`src/hw/rtl/tcm_pkg.sv`:
```
// Package for the tritone color map: luma and blend constants, register indexes
// and helper functions. Used by every module of the block; depends on nothing.
package tcm_pkg;

    localparam int PIX_W  = 8;
    localparam int COLOR_W = 24;
    localparam int LUMA_W = 24;
    localparam int X_W    = 18;   // luma offset divided by 32
    localparam int QE_W   = 10;   // estimated quotient
    localparam int T_W    = 11;   // blend fraction 0..1024
    localparam int ACC_W  = 18;   // per-channel blend sum, at most 255*1024

    localparam logic [15:0] LUMA_COEF_R = 16'd19595;
    localparam logic [15:0] LUMA_COEF_G = 16'd38470;
    localparam logic [15:0] LUMA_COEF_B = 16'd7471;
    localparam logic [LUMA_W-1:0] LUMA_HALF = 24'd8355840;

    // t = floor(D / 8160) = floor(floor(D / 32) / 255).
    // floor(x / 255) is estimated as (x * 257) >> 16 and fixed with one step.
    localparam logic [8:0] RECIP_MUL = 9'd257;
    localparam int RECIP_SHIFT = 16;
    localparam logic [X_W:0] DIV_K = 19'd255;
    localparam logic [T_W-1:0] T_ONE = 11'd1024;

    localparam logic [COLOR_W-1:0] SHADOW_RESET    = 24'h330033;
    localparam logic [COLOR_W-1:0] MIDTONE_RESET   = 24'hB26633;
    localparam logic [COLOR_W-1:0] HIGHLIGHT_RESET = 24'hFFFFCC;

    typedef enum logic [1:0] {
        CFG_SHADOW    = 2'd0,
        CFG_MIDTONE   = 2'd1,
        CFG_HIGHLIGHT = 2'd2
    } t_cfg_idx;

    // Number of register stages from input item to result item.
    localparam int N_STAGES = 7;

    typedef logic [N_STAGES-1:0] t_stage_en;

    function automatic logic [PIX_W-1:0] chan_red(input logic [COLOR_W-1:0] c);
        return c[23:16];
    endfunction

    function automatic logic [PIX_W-1:0] chan_green(input logic [COLOR_W-1:0] c);
        return c[15:8];
    endfunction

    function automatic logic [PIX_W-1:0] chan_blue(input logic [COLOR_W-1:0] c);
        return c[7:0];
    endfunction

endpackage

```
`src/hw/rtl/tcm_luma.sv`:
```
// Luma front end: three weighted products, their sum, and the segment split.
// Depends on tcm_pkg. Occupies pipeline stages one to three.
module tcm_luma (
    input  logic                      i_clk,
    input  logic [2:0]                i_en,
    input  logic [tcm_pkg::PIX_W-1:0] i_red,
    input  logic [tcm_pkg::PIX_W-1:0] i_green,
    input  logic [tcm_pkg::PIX_W-1:0] i_blue,
    output logic                      o_seg,
    output logic [tcm_pkg::X_W-1:0]   o_x
);

    logic [tcm_pkg::LUMA_W-1:0] r_prod_r, r_prod_g, r_prod_b;
    logic [tcm_pkg::LUMA_W-1:0] r_luma;
    logic                       r_seg;
    logic [tcm_pkg::X_W-1:0]    r_x;

    logic [tcm_pkg::LUMA_W-1:0] n_luma;
    logic                       n_seg;
    logic [tcm_pkg::LUMA_W-1:0] n_off;

    assign n_luma = r_prod_r + r_prod_g + r_prod_b;
    assign n_seg  = (r_luma >= tcm_pkg::LUMA_HALF);
    assign n_off  = n_seg ? (r_luma - tcm_pkg::LUMA_HALF) : r_luma;

    always_ff @(posedge i_clk) begin
        if (i_en[0]) begin
            r_prod_r <= tcm_pkg::LUMA_W'(tcm_pkg::LUMA_COEF_R) * tcm_pkg::LUMA_W'(i_red);
            r_prod_g <= tcm_pkg::LUMA_W'(tcm_pkg::LUMA_COEF_G) * tcm_pkg::LUMA_W'(i_green);
            r_prod_b <= tcm_pkg::LUMA_W'(tcm_pkg::LUMA_COEF_B) * tcm_pkg::LUMA_W'(i_blue);
        end
        if (i_en[1]) begin
            r_luma <= n_luma;
        end
        if (i_en[2]) begin
            r_seg <= n_seg;
            // The offset stays below 2^23 in both segments.
            r_x   <= n_off[22:5];
        end
    end

    assign o_seg = r_seg;
    assign o_x   = r_x;

endmodule

```
`src/hw/rtl/tcm_tfrac.sv`:
```
// Blend fraction: divides the scaled luma offset by 255 with a reciprocal
// multiply and one correction step. Depends on tcm_pkg. Stages four and five.
module tcm_tfrac (
    input  logic                    i_clk,
    input  logic [1:0]              i_en,
    input  logic                    i_seg,
    input  logic [tcm_pkg::X_W-1:0] i_x,
    output logic                    o_seg,
    output logic [tcm_pkg::T_W-1:0] o_t
);

    logic                     r_seg_q, r_seg_t;
    logic [tcm_pkg::X_W-1:0]  r_x;
    logic [tcm_pkg::QE_W-1:0] r_qe;
    logic [tcm_pkg::T_W-1:0]  r_t;

    logic [26:0]              n_prod;
    logic [tcm_pkg::X_W:0]    n_rem;

    assign n_prod = 27'(i_x) * 27'(tcm_pkg::RECIP_MUL);
    // The estimate is the true quotient or one less, so the remainder is below 510.
    assign n_rem  = {1'b0, r_x} - 19'(r_qe) * tcm_pkg::DIV_K;

    always_ff @(posedge i_clk) begin
        if (i_en[0]) begin
            r_seg_q <= i_seg;
            r_x     <= i_x;
            r_qe    <= n_prod[tcm_pkg::RECIP_SHIFT +: tcm_pkg::QE_W];
        end
        if (i_en[1]) begin
            r_seg_t <= r_seg_q;
            r_t     <= (n_rem >= tcm_pkg::DIV_K) ? tcm_pkg::T_W'(r_qe) + 11'd1
                                                  : tcm_pkg::T_W'(r_qe);
        end
    end

    assign o_seg = r_seg_t;
    assign o_t   = r_t;

endmodule

```
`src/hw/rtl/tcm_blend.sv`:
```
// Per-channel blend of two color stops and the output register.
// Depends on tcm_pkg. Stages six and seven.
module tcm_blend (
    input  logic                        i_clk,
    input  logic [1:0]                  i_en,
    input  logic                        i_seg,
    input  logic [tcm_pkg::T_W-1:0]     i_t,
    input  logic [tcm_pkg::COLOR_W-1:0] i_shadow,
    input  logic [tcm_pkg::COLOR_W-1:0] i_midtone,
    input  logic [tcm_pkg::COLOR_W-1:0] i_highlight,
    output logic [tcm_pkg::PIX_W-1:0]   o_red,
    output logic [tcm_pkg::PIX_W-1:0]   o_green,
    output logic [tcm_pkg::PIX_W-1:0]   o_blue
);

    logic [tcm_pkg::ACC_W-1:0] r_acc_r, r_acc_g, r_acc_b;
    logic [tcm_pkg::PIX_W-1:0] r_red, r_green, r_blue;

    logic [tcm_pkg::COLOR_W-1:0] n_lo, n_hi;
    logic [tcm_pkg::T_W-1:0]     n_tinv;

    assign n_lo   = i_seg ? i_midtone : i_shadow;
    assign n_hi   = i_seg ? i_highlight : i_midtone;
    assign n_tinv = tcm_pkg::T_ONE - i_t;

    function automatic logic [tcm_pkg::ACC_W-1:0] mix(
        input logic [tcm_pkg::PIX_W-1:0] c0,
        input logic [tcm_pkg::PIX_W-1:0] c1,
        input logic [tcm_pkg::T_W-1:0]   w0,
        input logic [tcm_pkg::T_W-1:0]   w1
    );
        return tcm_pkg::ACC_W'(c0) * tcm_pkg::ACC_W'(w0)
             + tcm_pkg::ACC_W'(c1) * tcm_pkg::ACC_W'(w1);
    endfunction

    always_ff @(posedge i_clk) begin
        if (i_en[0]) begin
            r_acc_r <= mix(tcm_pkg::chan_red(n_lo), tcm_pkg::chan_red(n_hi), n_tinv, i_t);
            r_acc_g <= mix(tcm_pkg::chan_green(n_lo), tcm_pkg::chan_green(n_hi),
                           n_tinv, i_t);
            r_acc_b <= mix(tcm_pkg::chan_blue(n_lo), tcm_pkg::chan_blue(n_hi), n_tinv, i_t);
        end
        if (i_en[1]) begin
            // The weights sum to 1024, so the scaled sum never exceeds 255.
            r_red   <= r_acc_r[tcm_pkg::ACC_W-1:10];
            r_green <= r_acc_g[tcm_pkg::ACC_W-1:10];
            r_blue  <= r_acc_b[tcm_pkg::ACC_W-1:10];
        end
    end

    assign o_red   = r_red;
    assign o_green = r_green;
    assign o_blue  = r_blue;

endmodule

```
`src/hw/rtl/tritone_color_map.sv`:
```
// Top level of the tritone color map: configuration registers, pipeline control
// and the three datapath sections. Depends on tcm_pkg, tcm_luma, tcm_tfrac, tcm_blend.
//
// Usage. An input item is one RGB pixel on i_red_in, i_green_in and i_blue_in,
// taken when i_valid and o_ready are both high. A result item is the mapped pixel
// on o_red_out, o_green_out and o_blue_out, taken when o_valid and i_ready are high.
// The pixel's BT.601 luma picks the shadow-to-midtone or midtone-to-highlight
// segment and an 11-bit blend fraction; each channel is blended between two stops.
// The item passes seven register stages before its result shows on the outputs.
// Throughput is one item per cycle while the receiver keeps i_ready high, set by
// the seven-stage pipeline in which every stage holds its own valid bit.
// When the receiver stalls, each stage holds while the stage after it is full
// and stalled, so empty stages keep filling; o_ready falls only once the
// whole pipeline is full. Nothing is dropped or repeated. Reset (synchronous,
// i_rst_n low) empties the pipeline and loads the default colors. The colors are
// written through i_cfg_we, i_cfg_idx and i_cfg_data while the block is idle;
// the block does not enforce this. An index past the highlight register is ignored.
module tritone_color_map (
    input  logic                        i_clk,
    input  logic                        i_rst_n,
    input  logic                        i_valid,
    output logic                        o_ready,
    input  logic [tcm_pkg::PIX_W-1:0]   i_red_in,
    input  logic [tcm_pkg::PIX_W-1:0]   i_green_in,
    input  logic [tcm_pkg::PIX_W-1:0]   i_blue_in,
    output logic                        o_valid,
    input  logic                        i_ready,
    output logic [tcm_pkg::PIX_W-1:0]   o_red_out,
    output logic [tcm_pkg::PIX_W-1:0]   o_green_out,
    output logic [tcm_pkg::PIX_W-1:0]   o_blue_out,
    input  logic                        i_cfg_we,
    input  logic [1:0]                  i_cfg_idx,
    input  logic [tcm_pkg::COLOR_W-1:0] i_cfg_data
);

    // Color stops.
    logic [tcm_pkg::COLOR_W-1:0] r_shadow, r_midtone, r_highlight;

    always_ff @(posedge i_clk) begin
        if (!i_rst_n) begin
            r_shadow    <= tcm_pkg::SHADOW_RESET;
            r_midtone   <= tcm_pkg::MIDTONE_RESET;
            r_highlight <= tcm_pkg::HIGHLIGHT_RESET;
        end else if (i_cfg_we) begin
            case (tcm_pkg::t_cfg_idx'(i_cfg_idx))
                tcm_pkg::CFG_SHADOW:    r_shadow    <= i_cfg_data;
                tcm_pkg::CFG_MIDTONE:   r_midtone   <= i_cfg_data;
                tcm_pkg::CFG_HIGHLIGHT: r_highlight <= i_cfg_data;
                default: ;
            endcase
        end
    end

    // Pipeline control. A stage loads when it is empty or when the stage after it
    // loads too; the last stage is the output register.
    tcm_pkg::t_stage_en        stage_en;
    logic [tcm_pkg::N_STAGES-1:0] r_valid;
    logic [tcm_pkg::N_STAGES-1:0] n_valid;

    always_comb begin
        stage_en[tcm_pkg::N_STAGES-1] = !r_valid[tcm_pkg::N_STAGES-1] || i_ready;
        for (int k = tcm_pkg::N_STAGES - 2; k >= 0; k--) begin
            stage_en[k] = !r_valid[k] || stage_en[k+1];
        end
        n_valid[0] = stage_en[0] ? i_valid : r_valid[0];
        for (int k = 1; k < tcm_pkg::N_STAGES; k++) begin
            n_valid[k] = stage_en[k] ? r_valid[k-1] : r_valid[k];
        end
    end

    always_ff @(posedge i_clk) begin
        if (!i_rst_n) begin
            r_valid <= '0;
        end else begin
            r_valid <= n_valid;
        end
    end

    assign o_ready = stage_en[0];
    assign o_valid = r_valid[tcm_pkg::N_STAGES-1];

    // Datapath.
    logic                      luma_seg;
    logic [tcm_pkg::X_W-1:0]   luma_x;
    logic                      frac_seg;
    logic [tcm_pkg::T_W-1:0]   frac_t;

    tcm_luma u_luma (
        .i_clk   (i_clk),
        .i_en    (stage_en[2:0]),
        .i_red   (i_red_in),
        .i_green (i_green_in),
        .i_blue  (i_blue_in),
        .o_seg   (luma_seg),
        .o_x     (luma_x)
    );

    tcm_tfrac u_tfrac (
        .i_clk (i_clk),
        .i_en  (stage_en[4:3]),
        .i_seg (luma_seg),
        .i_x   (luma_x),
        .o_seg (frac_seg),
        .o_t   (frac_t)
    );

    tcm_blend u_blend (
        .i_clk       (i_clk),
        .i_en        (stage_en[6:5]),
        .i_seg       (frac_seg),
        .i_t         (frac_t),
        .i_shadow    (r_shadow),
        .i_midtone   (r_midtone),
        .i_highlight (r_highlight),
        .o_red       (o_red_out),
        .o_green     (o_green_out),
        .o_blue      (o_blue_out)
    );

endmodule

```
`config.mk`:
```
export PLATFORM = sky130hd
export DESIGN_NAME = tritone_color_map
export DESIGN_NICKNAME = d
export VERILOG_FILES = /design/src/hw/rtl/tcm_pkg.sv /design/src/hw/rtl/tcm_luma.sv /design/src/hw/rtl/tcm_tfrac.sv /design/src/hw/rtl/tcm_blend.sv /design/src/hw/rtl/tritone_color_map.sv
export SDC_FILE = /design/constraint.sdc
export NUM_CORES = 2
export LEC_CHECK = 0
export ABC_CLOCK_PERIOD_IN_PS = 20800
export BUFFER_PORTS_ARGS = -buffer_cell sky130_fd_sc_hd__buf_2
export CORE_AREA = 3 3 305 307
export CTS_BUF_LIST = sky130_fd_sc_hd__clkbuf_16
export DETAILED_ROUTE_END_ITERATION = 8
export DIE_AREA = 0 0 308 310
export PLACE_DENSITY_LB_ADDON = 0.1
export REMOVE_ABC_BUFFERS = 1
export SLEW_MARGIN = 15
export SYNTH_ARGS = -nofsm -noshare
export SYNTH_HDL_FRONTEND = slang
export SYNTH_SLANG_ARGS = --single-unit
```
`constraint.sdc`:
```
create_clock -name i_clk -period 20.8 [get_ports i_clk]
set_clock_uncertainty 0.05 [all_clocks]
set_input_delay 0 -clock i_clk [delete_from_list [all_inputs] [get_ports i_clk]]
set_output_delay 0 -clock i_clk [all_outputs]
set_load 0.01 [all_outputs]
```
==> metrics.md <==
| Metric | Value |
|---|---|
| Library cells used by synthesis | 73 |
| Final net count | 4814 |
| Buf/Inv on CP | 5 |
| Seq/Total Area, Yosys | 20.56% |
| Remaining DRCs | 0 |
| Max Cap Viol | 0 |
| Post-synth EDFFs | 194 |
| Worst setup SP type | register |
| Synth top area share | 30.01% |
| Worst path arrival time | 9180 ps |
| Crit path from | u_tfrac.o_t[1] |
| Die width | 308 µm |
| Async set-or-reset flop fraction in the synthesized netlist | 0% |
| Largest net degree at the start of global routing | 80 |
| Sink Count | 273 |
| Synth Area in Adders | 46.09% |
| Post-route ant nets | 0 |
| Clock slew at reported path FFs | 60 ps |
| Final GP Congestion | 0.8279 |
| Max incr delay on CP | 720 ps |
| Avg WL per Cell | 18.06 µm |
| Synth top area cells | fa_1, edfxtp_1, ha_1 |
| Die height | 310 µm |
| CP Capture Type | register |
| DR vias | 24060 |
| H-tree levels | 2 |
| Die ar. | 95480 µm² |
| Status | completed |
| Fill count | 8910 |
| Initial core utilization | 39.90% |
| Crit path max fanout | 17 |
| Worst R2R Setup Slack | 11900 ps |
| Global-route wire length before repair | 143.9 mm |
| Avg Cell Area, Syn | 9.835 µm² |
| Setup CP Type | reg -> reg |
| Crit path max-delay family | adder cells |
| Layout cells sized above 1 | 6.448% |
| Port bufs | 80 |
| Slew Viols, Final | 0 |
| CTS tree | yes |
| Min-delay worst type | in -> reg |
| Area share of and/or/nand/nor cells after synthesis | 12.93% |
| DR vias/cell | 4.850 |
| DRT Wirelength | 89.57 mm |
| Layout area overhead | 9.519% |
| Total gr overflow | 0 |
| Netlist Area Pre-Place | 36030 µm² |
| Post-synth top flop | edfxtp_1 |
| Core area | 90290 µm² |
| Synth Area in XOR/XNOR | 3.817% |
| I/O pin count | 81 |
| Slew at the pin with the worst max-slew slack | 1108 ps |
| Starting DRC count in detailed routing | 1227 |
| Vias in the first global route | 25020 |
| Gate Count Post-Synth | 3663 |
| Post-synth top area cell | fa_1 |
| Initial antenna violation count | 3 |
| Compound-Gate Fraction of Synth Area | 5.362% |
| Post-DP HPWL | 71.04 mm |
| Root buffer cell | clkbuf_16 |
| Mux share of post-synthesis cell area | 2.150% |
| Setup-failing EPs final | 0 |
| Post-CTS setup buffer count | 0 |
| Cell row count | 110 |
| Worst EP required | 21080 ps |
| Clock Latency Late Sink | 570 ps |
| CTS buffer count | 36 |
| Maximum buffer depth of the clock tree | 3 |
| Fmax | 112.4 MHz |
| Rel. slew slack | 23.99% |
| Tot GR Track Use | 19.45% |
| Setup_tns | 0 ps |
| Most used cell, CP | fa_1 |
| Total of warnings raised by yosys | 0 |
| RSZ-0062 raised after global routing | no |
| Tcrit/Tclk final | 42.78% |
| TritonRoute pass-1 iters | 5 |
| Minimum clock period | 8898 ps |
| Min-delay src | i_rst_n |
| Reg2reg start | u_tfrac.o_t[1] |
| Largest family of logic cells by synthesized area | adder cells |
| Critical-path top delay cell | clkinv_1 |
| Antenna fix cells | 0 |
| Synth Register Bits | 273 |
| Final Hold Viols | 0 |
==> cells by family after synthesis <==
| group | Yosys count |
|---|---|
| XOR/XNOR | 157 |
| multiplexers | 72 |
| AND/OR/NAND/NOR | 1000 |
| AO/OA/AOI/OAI | 288 |
| buffers and inverters | 870 |
| adder cells (fa/ha/maj) | 1003 |
| flip-flops | 273 |
==> registers in the layout, summed over array words and instances (netlist names) <==
signal	cells
r_highlight	24
r_midtone	24
r_shadow	24
u_luma.r_prod_g	23
u_luma.r_prod_r	23
u_luma.r_prod_b	21
u_luma.r_luma	19
u_luma.o_x	18
u_tfrac.r_x	18
u_tfrac.o_t	11
u_tfrac.r_qe	10
u_blend.o_blue	8
u_blend.o_green	8
u_blend.o_red	8
u_blend.r_acc_b	8
u_blend.r_acc_g	8
u_blend.r_acc_r	8
r_valid	7
u_luma.o_seg	1
u_tfrac.o_seg	1
u_tfrac.r_seg_q	1
==> worst reg2reg max path, cell delays in order, from the launching register on <==
cell and delay [ps]:
edfxtp_1 640, clkinv_1 720, ha_1 530, nand2_1 160, or3_1 210, xor2_1 530
buf_4 300, nand2_1 80, fa_1 480, fa_1 540, inv_1 50, fa_1 480
fa_1 510, fa_1 490, inv_1 50, fa_1 470, inv_1 40, ha_1 290
o2111ai_1 110, o22ai_1 140, o41a_1 410, and4_1 230, a2111oi_0 670, o21bai_1 180
a21oi_1 210, xnor2_1 80
==> synth_stat cells, types with 8 or more instances <==
| library cell | count |
|---|---|
| a211oi_1 | 12 |
| a21boi_0 | 35 |
| a21o_1 | 18 |
| a21oi_1 | 80 |
| and2_1 | 177 |
| and3_1 | 16 |
| clkbuf_1 | 95 |
| dfxtp_1 | 79 |
| edfxtp_1 | 194 |
| fa_1 | 540 |
| ha_1 | 463 |
| inv_1 | 765 |
| mux2_2 | 43 |
| mux2i_1 | 29 |
| nand2_1 | 424 |
| nand2b_1 | 15 |
| nand3_1 | 65 |
| nand4_1 | 8 |
| nor2_1 | 192 |
| nor2b_1 | 29 |
| nor3_1 | 27 |
| o21a_1 | 25 |
| o21ai_0 | 41 |
| o21bai_1 | 11 |
| or3_1 | 13 |
| xnor2_1 | 120 |
| xor2_1 | 37 |
==> layout make-up <==
class	count	area [µm²]	area share [%]
Clock inverter	28	302.8	0.7674
Tap cell	1176	1471	3.729
Timing Repair Buffer	158	1074	2.721
Sequential cell	273	7407	18.77
Multi-Input combinational cell	2520	25370	64.30
Inverter	767	2879	7.297
Clock buffer	38	950.9	2.410
==> worst paths after layout <==
check,endpoint,cells after the start
setup reg to reg,u_blend.r_acc_b[17],25
hold reg to reg,u_tfrac.r_seg_q,0
hold / removal,r_midtone[20],3
setup / recovery,u_blend.r_acc_b[17],25
==> routing by layer <==
metal | wire [µm] | vias up | GRT usage, %
li1 | - | 11680 | -
met1 | 45780 | 11910 | 29.75
met2 | 38630 | 402 | 29.78
met3 | 3610 | 62 | 2.287
met4 | 1555 | 0 | 3.820
met5 | 0 | - | 0
==> cells in the final DEF (no fill, tap or decap), drive strengths merged, types with 7 or more instances in the layout <==
cell type,instances
or3,13
mux2,43
xnor2,120
nor2b,29
dlygate4sd3,35
a211oi,12
ha,463
and2,177
edfxtp,194
clkinv,16
nand4,8
clkbuf,38
xor2,37
nor2,192
buf,123
a21oi,80
nand2b,15
o21bai,11
dfxtp,79
fa,540
o31ai,7
a21o,18
nand2,424
nor3,27
mux2i,29
o21ai,43
inv,772
o21a,25
nand3,67
a21boi,35
and3,16
==> per-stage QoR <==
step | hold slack [ps] | instance area [µm²] | util, % | cells | setup slack [ps]
detailed placement | 197.3 | 37850 | 41.92 | 4859 | 11930
CTS | 24.60 | 39460 | 43.70 | 4960 | 11940
global placement | 191.9 | 37850 | 41.92 | 4859 | 12120
finish | 13.19 | 39460 | 43.70 | 4960 | 11900
floorplan | 21.83 | 35630 | - | 3560 | 12410
global route | 53.56 | 39460 | 43.70 | 4960 | 11410
==> what timing repair did <==
item,CTS,global route
hold buffers,35,0
resized for setup,0,0
endpoints found under the hold margin,84,0
Power is not shown: default switching activity piles up to over one toggle a cycle in this logic, so the estimate is an artifact.
